===== src/rtl/vas_pkg.sv =====
// shared widths, command and register codes, and the voice table entry type
// used by the voice allocator top level and its port checker; no dependencies
`default_nettype none

package vas_pkg;

  localparam int unsigned NUM_VOICES_DEF = 16;

  localparam int unsigned CMD_W     = 3;
  localparam int unsigned KEY_W     = 7;
  localparam int unsigned CHAN_W    = 4;
  localparam int unsigned VEL_W     = 7;
  localparam int unsigned PAN_W     = 7;
  localparam int unsigned VOICE_W   = 4;
  localparam int unsigned MASK_W    = 16;
  localparam int unsigned STAMP_W   = 32;
  localparam int unsigned CFG_IDX_W = 3;

  localparam logic [CMD_W-1:0] CMD_NOTE_ON    = 3'd0;
  localparam logic [CMD_W-1:0] CMD_NOTE_OFF   = 3'd1;
  localparam logic [CMD_W-1:0] CMD_CHOKE      = 3'd2;
  localparam logic [CMD_W-1:0] CMD_KILL_ALL   = 3'd3;
  localparam logic [CMD_W-1:0] CMD_VOICE_DONE = 3'd4;

  localparam logic [CFG_IDX_W-1:0] CFG_SAMPLE_LOADED = 3'd0;
  localparam logic [CFG_IDX_W-1:0] CFG_CUT_ITSELF    = 3'd1;
  localparam logic [CFG_IDX_W-1:0] CFG_AMP_ENV_ON    = 3'd2;
  localparam logic [CFG_IDX_W-1:0] CFG_LOOP_ON       = 3'd3;

  typedef struct packed {
    logic [KEY_W-1:0]   key;
    logic [CHAN_W-1:0]  chan;
    logic [STAMP_W-1:0] stamp;
  } voice_entry_t;

endpackage

`default_nettype wire


===== src/rtl/vas_ram.sv =====
// generic single-port-write, single-port-read ram with registered read data
// no dependencies
`default_nettype none

module vas_ram #(
  parameter int unsigned WIDTH = 8,
  parameter int unsigned DEPTH = 16,
  localparam int unsigned AW = $clog2(DEPTH)
) (
  input  logic             clk_i,
  input  logic             we_i,
  input  logic [AW-1:0]    waddr_i,
  input  logic [WIDTH-1:0] wdata_i,
  input  logic             re_i,
  input  logic [AW-1:0]    raddr_i,
  output logic [WIDTH-1:0] rdata_o
);

  logic [WIDTH-1:0] mem_q [DEPTH];
  logic [WIDTH-1:0] rdata_q;

  always_ff @(posedge clk_i) begin
    if (we_i) begin
      mem_q[waddr_i] <= wdata_i;
    end
    if (re_i) begin
      rdata_q <= mem_q[raddr_i];
    end
  end

  assign rdata_o = rdata_q;

endmodule

`default_nettype wire


===== src/rtl/voice_allocator_with_stealing_unit.sv =====
// polyphonic voice allocator with oldest-voice stealing
// depends on vas_pkg and vas_ram
//
// usage:
//   input channel (in_valid_i / in_stall_o) takes one event item: note on,
//   note off, choke, kill all or voice finished. output channel
//   (out_valid_o / out_stall_i) returns exactly one result item per event.
//   the config write channel (cfg_valid_i / cfg_ready_o) is always ready and
//   should only be written while no event is in flight.
// sequence: note on scans every voice entry, then writes the chosen entry
//   and finishes; with cut_itself set it skips the scan. note off and choke
//   scan and then finish; kill all, voice finished, note on without a sample
//   and unknown commands go straight to the final state. the scan reads one
//   voice entry per cycle from the voice table ram through one shared stamp
//   comparator. in_stall_o is high from accept until the result moves into
//   the output register, so the next item can be taken in the following cycle.
// reset: all voices idle, stamp counter zero, sample_loaded 0, cut_itself 0,
//   amp_env_on 1, loop_on 0; no clearing pass is needed.
// a stalled result holds in the output register; the next event is taken
//   meanwhile, and its result waits in the final state until the slot frees.
`default_nettype none

module voice_allocator_with_stealing_unit #(
  parameter int unsigned NUM_VOICES = vas_pkg::NUM_VOICES_DEF
) (
  input  logic                           clk_i,
  input  logic                           rst_ni,
  input  logic                           in_valid_i,
  output logic                           in_stall_o,
  input  logic [vas_pkg::CMD_W-1:0]      cmd_i,
  input  logic [vas_pkg::KEY_W-1:0]      note_key_i,
  input  logic [vas_pkg::CHAN_W-1:0]     note_channel_i,
  input  logic                           any_channel_i,
  input  logic [vas_pkg::VEL_W-1:0]      note_velocity_i,
  input  logic signed [vas_pkg::PAN_W-1:0] note_pan_i,
  input  logic [vas_pkg::VOICE_W-1:0]    done_voice_i,
  output logic                           out_valid_o,
  input  logic                           out_stall_i,
  output logic                           started_o,
  output logic [vas_pkg::VOICE_W-1:0]    start_voice_o,
  output logic [vas_pkg::KEY_W-1:0]      start_key_o,
  output logic [vas_pkg::CHAN_W-1:0]     start_channel_o,
  output logic [vas_pkg::VEL_W-1:0]      start_velocity_o,
  output logic signed [vas_pkg::PAN_W-1:0] start_pan_o,
  output logic [vas_pkg::MASK_W-1:0]     release_mask_o,
  output logic                           release_fast_o,
  output logic [vas_pkg::MASK_W-1:0]     kill_mask_o,
  input  logic                           cfg_valid_i,
  output logic                           cfg_ready_o,
  input  logic [vas_pkg::CFG_IDX_W-1:0]  cfg_index_i,
  input  logic                           cfg_data_i
);

  import vas_pkg::*;

  localparam int unsigned VW = $clog2(NUM_VOICES);
  localparam int unsigned CW = $clog2(NUM_VOICES + 1);
  localparam logic [VW-1:0] LAST_IDX = VW'(NUM_VOICES - 1);
  localparam logic [CW-1:0] SCAN_END = CW'(NUM_VOICES);
  localparam int unsigned EW = $bits(voice_entry_t);

  typedef enum logic [1:0] {
    ST_IDLE,
    ST_SCAN,
    ST_WRITE,
    ST_FINISH
  } state_e;

  // voices below sixteen own a bit in the masks
  function automatic logic [MASK_W-1:0] low_mask(input logic [NUM_VOICES-1:0] v);
    logic [MASK_W-1:0] m;
    m = '0;
    for (int b = 0; b < MASK_W; b++) begin
      if (b < NUM_VOICES) begin
        m[b] = v[b];
      end
    end
    return m;
  endfunction

  function automatic logic [MASK_W-1:0] bit_of(input logic [VW-1:0] idx);
    logic [MASK_W-1:0] m;
    m = '0;
    for (int b = 0; b < MASK_W; b++) begin
      if (b < NUM_VOICES) begin
        m[b] = (idx == VW'(b));
      end
    end
    return m;
  endfunction

  state_e state_q, state_d;

  logic sample_loaded_q, sample_loaded_d;
  logic cut_itself_q, cut_itself_d;
  logic amp_env_on_q, amp_env_on_d;
  logic loop_on_q, loop_on_d;

  logic [NUM_VOICES-1:0] active_q, active_d;
  logic [NUM_VOICES-1:0] rel_q, rel_d;
  logic [STAMP_W-1:0]    stamp_cnt_q, stamp_cnt_d;

  logic [CW-1:0] scan_cnt_q, scan_cnt_d;
  logic          chk_valid_q, chk_valid_d;
  logic [VW-1:0] chk_idx_q, chk_idx_d;

  logic [CMD_W-1:0]         cmd_q, cmd_d;
  logic [KEY_W-1:0]         key_q, key_d;
  logic [CHAN_W-1:0]        chan_q, chan_d;
  logic                     any_q, any_d;
  logic [VEL_W-1:0]         vel_q, vel_d;
  logic signed [PAN_W-1:0]  pan_q, pan_d;

  logic               idle_found_q, idle_found_d;
  logic [VW-1:0]      idle_idx_q, idle_idx_d;
  logic               have_best_q, have_best_d;
  logic               best_pri_q, best_pri_d;
  logic [STAMP_W-1:0] best_stamp_q, best_stamp_d;
  logic [VW-1:0]      best_idx_q, best_idx_d;
  logic [MASK_W-1:0]  rel_mask_q, rel_mask_d;
  logic [MASK_W-1:0]  kill_mask_q, kill_mask_d;
  logic               started_q, started_d;
  logic [VW-1:0]      pick_q, pick_d;

  logic                    out_valid_q, out_valid_d;
  logic                    out_started_q, out_started_d;
  logic [VOICE_W-1:0]      out_voice_q, out_voice_d;
  logic [KEY_W-1:0]        out_key_q, out_key_d;
  logic [CHAN_W-1:0]       out_chan_q, out_chan_d;
  logic [VEL_W-1:0]        out_vel_q, out_vel_d;
  logic signed [PAN_W-1:0] out_pan_q, out_pan_d;
  logic [MASK_W-1:0]       out_rel_q, out_rel_d;
  logic                    out_fast_q, out_fast_d;
  logic [MASK_W-1:0]       out_kill_q, out_kill_d;

  logic          ram_we;
  logic [VW-1:0] ram_waddr;
  logic [EW-1:0] ram_wdata;
  logic          ram_re;
  logic [VW-1:0] ram_raddr;
  logic [EW-1:0] ram_rdata;

  voice_entry_t       rd_entry;
  voice_entry_t       wr_entry;
  logic               cur_active;
  logic               cur_rel;
  logic               key_hit;
  logic               chan_hit;
  logic [STAMP_W:0]   cand;
  logic [STAMP_W:0]   best;
  logic [VW-1:0]      pick_sel;
  logic [STAMP_W-1:0] stamp_inc;
  logic [VW-1:0]      done_idx;
  logic               done_ok;

  vas_ram #(
    .WIDTH(EW),
    .DEPTH(NUM_VOICES)
  ) u_voice_ram (
    .clk_i  (clk_i),
    .we_i   (ram_we),
    .waddr_i(ram_waddr),
    .wdata_i(ram_wdata),
    .re_i   (ram_re),
    .raddr_i(ram_raddr),
    .rdata_o(ram_rdata)
  );

  assign rd_entry   = voice_entry_t'(ram_rdata);
  assign cur_active = active_q[chk_idx_q];
  assign cur_rel    = rel_q[chk_idx_q];
  assign key_hit    = (rd_entry.key == key_q);
  assign chan_hit   = any_q || (rd_entry.chan == chan_q);
  // releasing voices rank ahead of held ones, then the smaller stamp
  assign cand       = {~cur_rel, rd_entry.stamp};
  assign best       = {best_pri_q, best_stamp_q};
  assign pick_sel   = idle_found_q ? idle_idx_q : best_idx_q;
  assign stamp_inc  = STAMP_W'(stamp_cnt_q + 1'b1);
  assign done_idx   = VW'(done_voice_i);
  assign done_ok    = (32'(done_voice_i) < 32'(NUM_VOICES));

  assign wr_entry.key   = key_q;
  assign wr_entry.chan  = chan_q;
  assign wr_entry.stamp = stamp_inc;

  assign ram_we    = (state_q == ST_WRITE);
  assign ram_waddr = pick_sel;
  assign ram_wdata = wr_entry;
  assign ram_re    = (state_q == ST_SCAN) && (scan_cnt_q != SCAN_END);
  assign ram_raddr = scan_cnt_q[VW-1:0];

  always_comb begin
    state_d         = state_q;
    sample_loaded_d = sample_loaded_q;
    cut_itself_d    = cut_itself_q;
    amp_env_on_d    = amp_env_on_q;
    loop_on_d       = loop_on_q;
    active_d        = active_q;
    rel_d           = rel_q;
    stamp_cnt_d     = stamp_cnt_q;
    scan_cnt_d      = scan_cnt_q;
    chk_valid_d     = chk_valid_q;
    chk_idx_d       = chk_idx_q;
    cmd_d           = cmd_q;
    key_d           = key_q;
    chan_d          = chan_q;
    any_d           = any_q;
    vel_d           = vel_q;
    pan_d           = pan_q;
    idle_found_d    = idle_found_q;
    idle_idx_d      = idle_idx_q;
    have_best_d     = have_best_q;
    best_pri_d      = best_pri_q;
    best_stamp_d    = best_stamp_q;
    best_idx_d      = best_idx_q;
    rel_mask_d      = rel_mask_q;
    kill_mask_d     = kill_mask_q;
    started_d       = started_q;
    pick_d          = pick_q;
    out_valid_d     = out_valid_q;
    out_started_d   = out_started_q;
    out_voice_d     = out_voice_q;
    out_key_d       = out_key_q;
    out_chan_d      = out_chan_q;
    out_vel_d       = out_vel_q;
    out_pan_d       = out_pan_q;
    out_rel_d       = out_rel_q;
    out_fast_d      = out_fast_q;
    out_kill_d      = out_kill_q;

    if (cfg_valid_i) begin
      unique case (cfg_index_i)
        CFG_SAMPLE_LOADED: sample_loaded_d = cfg_data_i;
        CFG_CUT_ITSELF:    cut_itself_d    = cfg_data_i;
        CFG_AMP_ENV_ON:    amp_env_on_d    = cfg_data_i;
        CFG_LOOP_ON:       loop_on_d       = cfg_data_i;
        default: ;
      endcase
    end

    if (out_valid_q && !out_stall_i) begin
      out_valid_d = 1'b0;
    end

    unique case (state_q)
      ST_IDLE: begin
        if (in_valid_i) begin
          cmd_d        = cmd_i;
          key_d        = note_key_i;
          chan_d       = note_channel_i;
          any_d        = any_channel_i;
          vel_d        = note_velocity_i;
          pan_d        = note_pan_i;
          idle_found_d = 1'b0;
          idle_idx_d   = '0;
          have_best_d  = 1'b0;
          rel_mask_d   = '0;
          kill_mask_d  = '0;
          started_d    = 1'b0;
          pick_d       = '0;
          scan_cnt_d   = '0;
          chk_valid_d  = 1'b0;
          state_d      = ST_FINISH;
          unique case (cmd_i)
            CMD_NOTE_ON: begin
              if (sample_loaded_q) begin
                if (cut_itself_q) begin
                  // everything dies, so voice 0 is the first idle one
                  kill_mask_d  = low_mask(active_q);
                  active_d     = '0;
                  rel_d        = '0;
                  idle_found_d = 1'b1;
                  state_d      = ST_WRITE;
                end else begin
                  state_d = ST_SCAN;
                end
              end
            end
            CMD_NOTE_OFF, CMD_CHOKE: begin
              state_d = ST_SCAN;
            end
            CMD_KILL_ALL: begin
              kill_mask_d = low_mask(active_q);
              active_d    = '0;
              rel_d       = '0;
            end
            CMD_VOICE_DONE: begin
              if (done_ok) begin
                if (active_q[done_idx]) begin
                  kill_mask_d = bit_of(done_idx);
                end
                active_d[done_idx] = 1'b0;
                rel_d[done_idx]    = 1'b0;
              end
            end
            default: ;
          endcase
        end
      end

      ST_SCAN: begin
        // ram read issued here, entry checked in the next cycle
        if (scan_cnt_q != SCAN_END) begin
          scan_cnt_d  = CW'(scan_cnt_q + 1'b1);
          chk_valid_d = 1'b1;
          chk_idx_d   = scan_cnt_q[VW-1:0];
        end else begin
          chk_valid_d = 1'b0;
        end

        if (chk_valid_q) begin
          case (cmd_q)
            CMD_NOTE_ON: begin
              if (!cur_active) begin
                if (!idle_found_q) begin
                  idle_found_d = 1'b1;
                  idle_idx_d   = chk_idx_q;
                end
              end else if (!have_best_q || (cand < best)) begin
                have_best_d  = 1'b1;
                best_pri_d   = cand[STAMP_W];
                best_stamp_d = cand[STAMP_W-1:0];
                best_idx_d   = chk_idx_q;
              end
            end
            CMD_NOTE_OFF: begin
              if (cur_active && !cur_rel && key_hit && chan_hit) begin
                rel_d[chk_idx_q] = 1'b1;
                rel_mask_d       = rel_mask_q | bit_of(chk_idx_q);
              end
            end
            CMD_CHOKE: begin
              if (cur_active && key_hit) begin
                active_d[chk_idx_q] = 1'b0;
                rel_d[chk_idx_q]    = 1'b0;
                kill_mask_d         = kill_mask_q | bit_of(chk_idx_q);
              end
            end
            default: ;
          endcase

          if (chk_idx_q == LAST_IDX) begin
            state_d = (cmd_q == CMD_NOTE_ON) ? ST_WRITE : ST_FINISH;
          end
        end
      end

      ST_WRITE: begin
        active_d[pick_sel] = 1'b1;
        rel_d[pick_sel]    = 1'b0;
        stamp_cnt_d        = stamp_inc;
        started_d          = 1'b1;
        pick_d             = pick_sel;
        state_d            = ST_FINISH;
      end

      ST_FINISH: begin
        if (!out_valid_q || !out_stall_i) begin
          out_valid_d   = 1'b1;
          out_started_d = started_q;
          out_voice_d   = started_q ? VOICE_W'(pick_q) : '0;
          out_key_d     = started_q ? key_q : '0;
          out_chan_d    = started_q ? chan_q : '0;
          out_vel_d     = started_q ? vel_q : '0;
          out_pan_d     = started_q ? pan_q : '0;
          out_rel_d     = rel_mask_q;
          out_fast_d    = (cmd_q == CMD_NOTE_OFF) && !amp_env_on_q && loop_on_q;
          out_kill_d    = kill_mask_q;
          state_d       = ST_IDLE;
        end
      end

      default: state_d = ST_IDLE;
    endcase
  end

  always_ff @(posedge clk_i or negedge rst_ni) begin
    if (!rst_ni) begin
      state_q         <= ST_IDLE;
      sample_loaded_q <= 1'b0;
      cut_itself_q    <= 1'b0;
      amp_env_on_q    <= 1'b1;
      loop_on_q       <= 1'b0;
      active_q        <= '0;
      rel_q           <= '0;
      stamp_cnt_q     <= '0;
      scan_cnt_q      <= '0;
      chk_valid_q     <= 1'b0;
      chk_idx_q       <= '0;
      cmd_q           <= '0;
      key_q           <= '0;
      chan_q          <= '0;
      any_q           <= 1'b0;
      vel_q           <= '0;
      pan_q           <= '0;
      idle_found_q    <= 1'b0;
      idle_idx_q      <= '0;
      have_best_q     <= 1'b0;
      best_pri_q      <= 1'b0;
      best_stamp_q    <= '0;
      best_idx_q      <= '0;
      rel_mask_q      <= '0;
      kill_mask_q     <= '0;
      started_q       <= 1'b0;
      pick_q          <= '0;
      out_valid_q     <= 1'b0;
      out_started_q   <= 1'b0;
      out_voice_q     <= '0;
      out_key_q       <= '0;
      out_chan_q      <= '0;
      out_vel_q       <= '0;
      out_pan_q       <= '0;
      out_rel_q       <= '0;
      out_fast_q      <= 1'b0;
      out_kill_q      <= '0;
    end else begin
      state_q         <= state_d;
      sample_loaded_q <= sample_loaded_d;
      cut_itself_q    <= cut_itself_d;
      amp_env_on_q    <= amp_env_on_d;
      loop_on_q       <= loop_on_d;
      active_q        <= active_d;
      rel_q           <= rel_d;
      stamp_cnt_q     <= stamp_cnt_d;
      scan_cnt_q      <= scan_cnt_d;
      chk_valid_q     <= chk_valid_d;
      chk_idx_q       <= chk_idx_d;
      cmd_q           <= cmd_d;
      key_q           <= key_d;
      chan_q          <= chan_d;
      any_q           <= any_d;
      vel_q           <= vel_d;
      pan_q           <= pan_d;
      idle_found_q    <= idle_found_d;
      idle_idx_q      <= idle_idx_d;
      have_best_q     <= have_best_d;
      best_pri_q      <= best_pri_d;
      best_stamp_q    <= best_stamp_d;
      best_idx_q      <= best_idx_d;
      rel_mask_q      <= rel_mask_d;
      kill_mask_q     <= kill_mask_d;
      started_q       <= started_d;
      pick_q          <= pick_d;
      out_valid_q     <= out_valid_d;
      out_started_q   <= out_started_d;
      out_voice_q     <= out_voice_d;
      out_key_q       <= out_key_d;
      out_chan_q      <= out_chan_d;
      out_vel_q       <= out_vel_d;
      out_pan_q       <= out_pan_d;
      out_rel_q       <= out_rel_d;
      out_fast_q      <= out_fast_d;
      out_kill_q      <= out_kill_d;
    end
  end

  assign in_stall_o       = (state_q != ST_IDLE);
  assign cfg_ready_o      = 1'b1;
  assign out_valid_o      = out_valid_q;
  assign started_o        = out_started_q;
  assign start_voice_o    = out_voice_q;
  assign start_key_o      = out_key_q;
  assign start_channel_o  = out_chan_q;
  assign start_velocity_o = out_vel_q;
  assign start_pan_o      = out_pan_q;
  assign release_mask_o   = out_rel_q;
  assign release_fast_o   = out_fast_q;
  assign kill_mask_o      = out_kill_q;

endmodule

`default_nettype wire


===== config.mk =====
export PLATFORM = sky130hd
export DESIGN_NAME = voice_allocator_with_stealing_unit
export DESIGN_NICKNAME = d
export VERILOG_FILES = /design/src/rtl/vas_pkg.sv /design/src/rtl/vas_ram.sv /design/src/rtl/voice_allocator_with_stealing_unit.sv
export SDC_FILE = /design/constraint.sdc
export NUM_CORES = 1
export LEC_CHECK = 0
export BUFFER_PORTS_ARGS = -buffer_cell sky130_fd_sc_hd__buf_2
export CAP_MARGIN = 20
export CORE_ASPECT_RATIO = 0.9
export CORE_MARGIN = 4
export CORE_UTILIZATION = 60
export CTS_CLUSTER_DIAMETER = 30
export DETAILED_ROUTE_END_ITERATION = 7
export PLACE_DENSITY = 0.77
export SETUP_SLACK_MARGIN = 0.4
export SYNTH_ARGS = -nofsm -noshare
export SYNTH_HDL_FRONTEND = slang
export SYNTH_SLANG_ARGS = --single-unit

===== constraint.sdc =====
create_clock -name clk_i -period 5.5 [get_ports clk_i]
set_input_delay 0.55 -clock clk_i [delete_from_list [all_inputs] [get_ports clk_i]]
set_output_delay 0.55 -clock clk_i [all_outputs]
set_load 0.05 [all_outputs]

== Word-level counts from Yosys, hierarchy flattened ==
Memory sizes are Yosys's and may differ from the RTL's. A register that Yosys moved wholly into a read port is not among the register bits.
Index checks and enable logic that the tools add are counted.

* Add/sub/neg operators: 2
* Order comparisons: 7
* Eq/ne operators: 65
* Multiplexer cells: 216
* Bitwise gates (word level): 13
* Reductions and logical operators: 49

{| class="wikitable"
|+ Operator list
! kind !! count
|-
| $mux 16 || 21
|-
| $pmux 16 s3 || 5
|-
| $mux 1 || 153
|-
| $pmux 16 s2 || 3
|-
| $and 16x16->16 || 5
|-
| $eq 4x4->1 const B || 16
|-
| $or 16x16->16 || 4
|-
| $not 16->16 || 3
|-
| $lt 33x33->1 || 1
|-
| $add 32x1->32 const B || 1
|-
| $eq 4x3->1 const B || 8
|-
| $mux 4 || 8
|-
| $mux 7 || 3
|-
| $reduce_and 5->1 || 4
|-
| $reduce_and 2->1 || 9
|-
| $eq 4x2->1 const B || 4
|-
| $ne 2x1->1 const B || 8
|-
| $pmux 4 s2 || 2
|-
| $eq 3x2->1 const B || 5
|-
| $lt 4x5->1 const B || 3
|-
| $bmux 1 s4 || 3
|-
| $demux 1 s4 || 3
|-
| $ge 4x1->1 const B || 3
|-
| $mux 2 || 6
|-
| other kinds (33) || 71
|}

* Bits in registers: 253
* Bits in writable memories: 688
* Bits of input ports: 42
* Output and inout bits: 66
* Logic and storage cells: 390
* Memories: 1

{| class="wikitable"
|+ Memories
! memory !! words !! width !! rd ports !! clocked after Yosys merged registers in !! wr ports !! line !! source
|-
| u_voice_ram.mem_q || 16 || 43 || 1 || 1 || 1 || vas_ram.sv:19 || <nowiki>logic [WIDTH-1:0] mem_q [DEPTH];</nowiki>
|}

== Depth between registers and ports, before layout ==
* Word-level depth: 15
* Mapped depth: 13

== Cells and area by module ==
Synthesis repeated with hierarchy kept, for this count alone.

* Cells, all modules: 2451
* Area, all modules: 40431.3 um2

{| class="wikitable"
|+ Modules (own cells, without submodules)
! module !! times used !! cells each !! area each (um2) !! sequential area each (um2)
|-
| vas_ram || 1 || 1116 || 27069.7 || 21951.1
|-
| voice_allocator_with_stealing_unit || 1 || 1335 || 13361.6 || 6332.3
|}

== Least setup slack after synthesis ==
OpenSTA, ideal clock, no wires.

* Path type: reg-to-reg
* From: register state_q[0]
* To: memory u_voice_ram.mem_q[11][0] (netlist bit) (enable)
* Data arrival time: 3.443 ns
* Data required time: 5.056 ns
* Path slack: 1.613 ns
* Stages on the path, launching flop included: 8
* Buffers on the path: 3
* Path through: dfrtp_1 > inv_1 > ha_1 > clkbuf_1 > buf_1 > buf_1 > nand2_1 > nor2_1

* Word-level cells in the longest chain between the ends: 3

{| class="wikitable"
|+ RTL lines
! item !! line !! source
|-
| start: declaration || voice_allocator_with_stealing_unit.sv:92 || <nowiki>state_e state_q, state_d;</nowiki>
|-
| start signal: assignment || voice_allocator_with_stealing_unit.sv:417 || <nowiki>state_q <= state_d;</nowiki>
|-
| $eq 2x2->1 || voice_allocator_with_stealing_unit.sv:186 || <nowiki>assign ram_we = (state_q == ST_WRITE);</nowiki>
|-
| via ram_we || voice_allocator_with_stealing_unit.sv:136 || <nowiki>logic ram_we;</nowiki>
|-
| $mux 1 || vas_ram.sv:23 || <nowiki>if (we_i) begin</nowiki>
|-
| $mux 1 (not written as such) || vas_ram.sv:24 || <nowiki>mem_q[waddr_i] <= wdata_i;</nowiki>
|-
| end: declaration || vas_ram.sv:19 ||
|}

The timed path passes the listed nets, and every way through them passes these cells.

== Final worst setup path ==
* From: register chk_idx_q[1]
* To: register best_stamp_q[5]

* Word-level cells in the longest chain between the ends: 6
* Elaborated cells on any way between the ends: 8
* Classes of those cells: 1 x order compare; 4 x mux; 1 x bitwise; 2 x reduce/logical

{| class="wikitable"
|+ RTL lines
! item !! line !! source
|-
| start: declaration || voice_allocator_with_stealing_unit.sv:105 || <nowiki>logic [VW-1:0] chk_idx_q, chk_idx_d;</nowiki>
|-
| start signal: assignment || voice_allocator_with_stealing_unit.sv:427 || <nowiki>chk_idx_q <= chk_idx_d;</nowiki>
|-
| $bmux 1 s4 || voice_allocator_with_stealing_unit.sv:171 || <nowiki>assign cur_rel = rel_q[chk_idx_q];</nowiki>
|-
| $mux 1 (not written as such) || voice_allocator_with_stealing_unit.sv:171 ||
|-
| $not 1->1 || voice_allocator_with_stealing_unit.sv:175 || <nowiki>assign cand = {~cur_rel, rd_entry.stamp};</nowiki>
|-
| via cand[32] || voice_allocator_with_stealing_unit.sv:149 || <nowiki>logic [STAMP_W:0] cand;</nowiki>
|-
| $lt 33x33->1 || voice_allocator_with_stealing_unit.sv:319 || <nowiki>end else if (!have_best_q || (cand < best)) begin</nowiki>
|-
| $logic_or 1x1->1 || voice_allocator_with_stealing_unit.sv:319 ||
|-
| $reduce_and 5->1 (no source line) || - ||
|-
| end signal: assignment || voice_allocator_with_stealing_unit.sv:438 || <nowiki>best_stamp_q <= best_stamp_d;</nowiki>
|-
| end: declaration || voice_allocator_with_stealing_unit.sv:118 || <nowiki>logic [STAMP_W-1:0] best_stamp_q, best_stamp_d;</nowiki>
|}

The timed path passes the listed nets, and every way through them passes these cells. The select of a mux whose other input is x is not followed.
A chain may end at the register's enable or synchronous reset.

==> qor.csv <==
stage,metric,value,unit
finish,fill cell count,3861,
synth,post-synthesis compound-gate area fraction,4.880,%
synth,Yosys cell types,72,
detailed_routing,post-DR wirelength/cell,28.86,microns
floorplanning,placeable core area,67110,sq um
power_and_ir_drop,pwr/cell area,566.5,nW/um^2
timing,Fin Clk Skew,31.95,ps
global_route,Total GRT Usage,29.06,%
setup_path,crit end category,flop,
floorplanning,IO Count,108,
finish,Area Overhead vs Synth,17.95,%
clock_tree,Num CTS Buffers,154,
setup_path,crit path to,best_stamp_q[5]$_DFFE_PN0P_,
finish,net count reported at finish,2642,
setup_path,crit path cell chain,buf_4 > mux4_2 > mux4_2 > inv_1 > ha_1 > and4_1 > and4_1 > nand3_1 > o211ai_1 > a211oi_4 > buf_12 > mux2_2,
timing,Final Slew Violations,0,
finish,"non-filler cells, final",3567,
setup_path,largest delay contributor family on the critical path,multiplexers,
setup_path,instance count on the critical path,12,
finish,Register Area,28300,sq um
clock_tree,CTS Sinks,984,
global_route,vias in the first global route,23990,
synth,adder-cell share of the synthesized area,1.229,%
setup_path,Buf/Inv on CP,3,
timing,Hold Fails Final Rpt,0,
synth,number of synthesis warnings,0,
clock_tree,CTS H-Tree Depth,4,
setup_path,CP Data Arrival Time,4820,ps
clock_tree,CTS tree,built,
floorplanning,starting density of the core,60.67,%
clock_tree,Clock transition at path regs,50,ps
clock_tree,Max Root-Sink Buffers,3,
setup_path,critical path class,flop to flop,
setup_path,r2r setup slk,1270,ps
floorplanning,chip width,282.6,microns
timing,Final period util,76.90,%
power_and_ir_drop,VDD IR max,0.4026,mV
timing,TNS Setup,0,ps
clock_tree,PostCTS Resize Cnt,0,
timing,Max-slew headroom,11.89,%
timing,Worst-Margin Slew,1322,ps
detailed_routing,DRT antenna net count,0,
setup_path,"Slowest-stage cell, CP",a211oi_4,
detailed_routing,DRC viols,0,
timing,Final setup viols,0,
synth,xor/xnor share of the synthesized area,1.570,%
placed_design,Placed Cells,3252,
synth,Syn Nets,2436,
outcome,status,"finished, final reports clean",
placed_design,IO buf count,106,
detailed_routing,drt first pass iters,6,
detailed_routing,DRT Wirelength,103.0,mm
synth,synthesized flop and latch total,984,
synth,post-synthesis sequential area ratio,69.46,%
setup_path,CP max FO,29,
power_and_ir_drop,Static Leak,0.01687,uW
timing,RSZ-0062 raised after global routing,false,
finish,footprint of the multi-input gates,11760,sq um
synth,Synth async-reset ratio,25.71,%
synth,Synth Instances,2354,
finish,fraction of layout cells with a size suffix above 1,29.47,%
placed_design,Detail Placement HPWL,55.08,mm
finish,post-route cell area,48030,sq um
timing,Peak Freq,236.4,MHz
synth,mux cell area share after synthesis,15.71,%
synth,Synth Area in Simple Gates,5.196,%
detailed_routing,Vias,23690,
synth,top_reg_cell synth,edfxtp_1,
timing,min Tclk post-route,4230,ps
clock_tree,Clk Tree Root Cell,clkbuf_16,
global_route,maximum number of pins on one net before global-route repair,148,
job,max-cap violation count,0,
placed_design,DP Area,42360,sq um
setup_path,worst setup path startpoint,chk_idx_q[1]$_DFFE_PN0P_,
detailed_routing,initial DRC count,2998,
detailed_routing,via/cell ratio,6.640,
floorplanning,Die Height,255.1,microns
synth,Post-synth EDFFs,731,
timing,Worst Hold Slack,59.91,ps
floorplanning,Rows,90,
global_route,grt ovf,0,
worst_hold_path,HP Class,input port to flop,
synth,largest family of logic cells by synthesized area,multiplexers,
floorplanning,die area,72100,sq um
global_route,initial antenna violation count,0,
setup_path,Worst setup SP type,flop,
setup_path,"Largest stage delay, worst path",620,ps
setup_path,reg2reg start,chk_idx_q[1]$_DFFE_PN0P_,
setup_path,R2R depth,12,
global_route,first-pass GRT wire length,153.8,mm
clock_tree,worst-skew pair later-pin latency,730,ps
synth,"Avg Cell Area, Syn",17.30,sq um
setup_path,CP Data Required Time,6090,ps
synth,Syn Std Cell Area,40720,sq um
placed_design,GPL Wtd Cong,0.9293,
setup_path,RR Endpoint,best_stamp_q[5]$_DFFE_PN0P_,
## layout make-up
cell class,count,area share (%)
multi-input combinational,1168,24.49
clock inverter,106,2.808
inverter,73,0.5705
timing repair buffer,179,2.431
antenna,2,0.01042
clock buffer,181,8.496
sequential,984,58.92
tap,874,2.277
## worst min-delay path by stage
stage                               startpoint                    endpoint  cells past startpoint
global placement    start_pan_o[4]$_DFFE_PN0P_  start_pan_o[4]$_DFFE_PN0P_                      2
global route                note_velocity_i[5]        vel_q[5]$_DFFE_PN0P_                      2
CTS                         note_velocity_i[5]        vel_q[5]$_DFFE_PN0P_                      2
finish                           note_pan_i[1]        pan_q[1]$_DFFE_PN0P_                      2
floorplan                               rst_ni     active_q[0]$_DFFE_PN0P_                      0
detailed placement  start_pan_o[4]$_DFFE_PN0P_  start_pan_o[4]$_DFFE_PN0P_                      2
## synth_stat cells, types with 13 or more instances
library cell / number / share of area (%)
nor2_1: 69 / 0.64
clkbuf_1: 91 / 0.84
nor2b_1: 41 / 0.63
buf_1: 30 / 0.28
o21ai_0: 70 / 0.86
o32a_1: 14 / 0.34
mux2_2: 97 / 2.7
nor3_1: 18 / 0.22
and3_1: 15 / 0.23
nand2_1: 175 / 1.6
mux4_2: 225 / 12
nand4_1: 16 / 0.25
ha_1: 40 / 1.2
nor4_1: 13 / 0.20
o22a_1: 30 / 0.65
xor2_1: 23 / 0.49
o2bb2a_1: 15 / 0.37
dfrtp_1: 252 / 15
inv_1: 73 / 0.67
xnor2_1: 50 / 1.1
edfxtp_1: 731 / 54
a221o_1: 16 / 0.39
a21oi_1: 59 / 0.73
nand3_1: 37 / 0.45
## power breakdown
part	leakage [uW]	total [uW]	internal, uW	switching [uW]
clock network	0.00262	10100	6370	3700
logic	0.00471	6970	2750	4220
registers	0.00955	10200	9300	869
## registers in the layout, indices dropped and copies added (netlist names), 5 cells and up
| register | cells |
|---|---|
| u_voice_ram.mem_q | 688 |
| u_voice_ram.rdata_o | 43 |
| best_stamp_q | 32 |
| stamp_cnt_q | 32 |
| active_q | 16 |
| kill_mask_o | 16 |
| kill_mask_q | 16 |
| rel_mask_q | 16 |
| rel_q | 16 |
| release_mask_o | 16 |
| key_q | 7 |
| pan_q | 7 |
| start_key_o | 7 |
| start_pan_o | 7 |
| start_velocity_o | 7 |
| vel_q | 7 |
| scan_cnt_q | 5 |
## timing repair
item	in CTS	in global routing
endpoints found under the hold margin	105	0
buffers inserted	0	0
hold buffers	1	0
## placed cells by master, fill, tap and decap left out, types with 41 or more instances in the layout
| cell type | synthesis | routed |
|---|---|---|
| nand2_1 | 175 | 174 |
| o21ai_0 | 70 | 70 |
| mux4_2 | 225 | 225 |
| dfrtp_1 | 252 | 248 |
| inv_1 | 73 | 72 |
| clkbuf_16 | 0 | 158 |
| buf_4 | 1 | 66 |
| mux2_2 | 97 | 97 |
| edfxtp_1 | 731 | 731 |
| buf_2 | 4 | 105 |
| xnor2_1 | 50 | 49 |
| nor2_1 | 69 | 56 |
| nor2b_1 | 41 | 41 |
| a21oi_1 | 59 | 59 |
## cells by family after synthesis
family	after synthesis
flops	984
simple gates	431
mux	340
compound gates	283
buf+inv	202
xor+xnor	73
fa+ha+maj	40
other cells	1
## per-stage QoR
| step | total power, uW | utilization [%] | setup slack (ps) |
|---|---|---|---|
| floorplan | 14910 | - | 1613 |
| global placement | 16800 | 63.11 | 1425 |
| detailed placement | 16990 | 63.12 | 1354 |
| CTS | 27210 | 71.22 | 1239 |
| global route | 28220 | 71.55 | 1100 |
| finish | 27210 | 71.56 | 1270 |
## metal layers
layer | up-vias | share of wire, % | track usage (%) | routed length, microns
met3 | 250 | 8.4 | 5.500 | 8691
li1 | 9719 | - | - | -
met1 | 12350 | 39 | 41.53 | 40430
met2 | 1370 | 49 | 46.39 | 50740
met4 | 0 | 3.0 | 9.645 | 3095
met5 | - | 0 | 0 | 0
(Power assumes the default switching activity.)
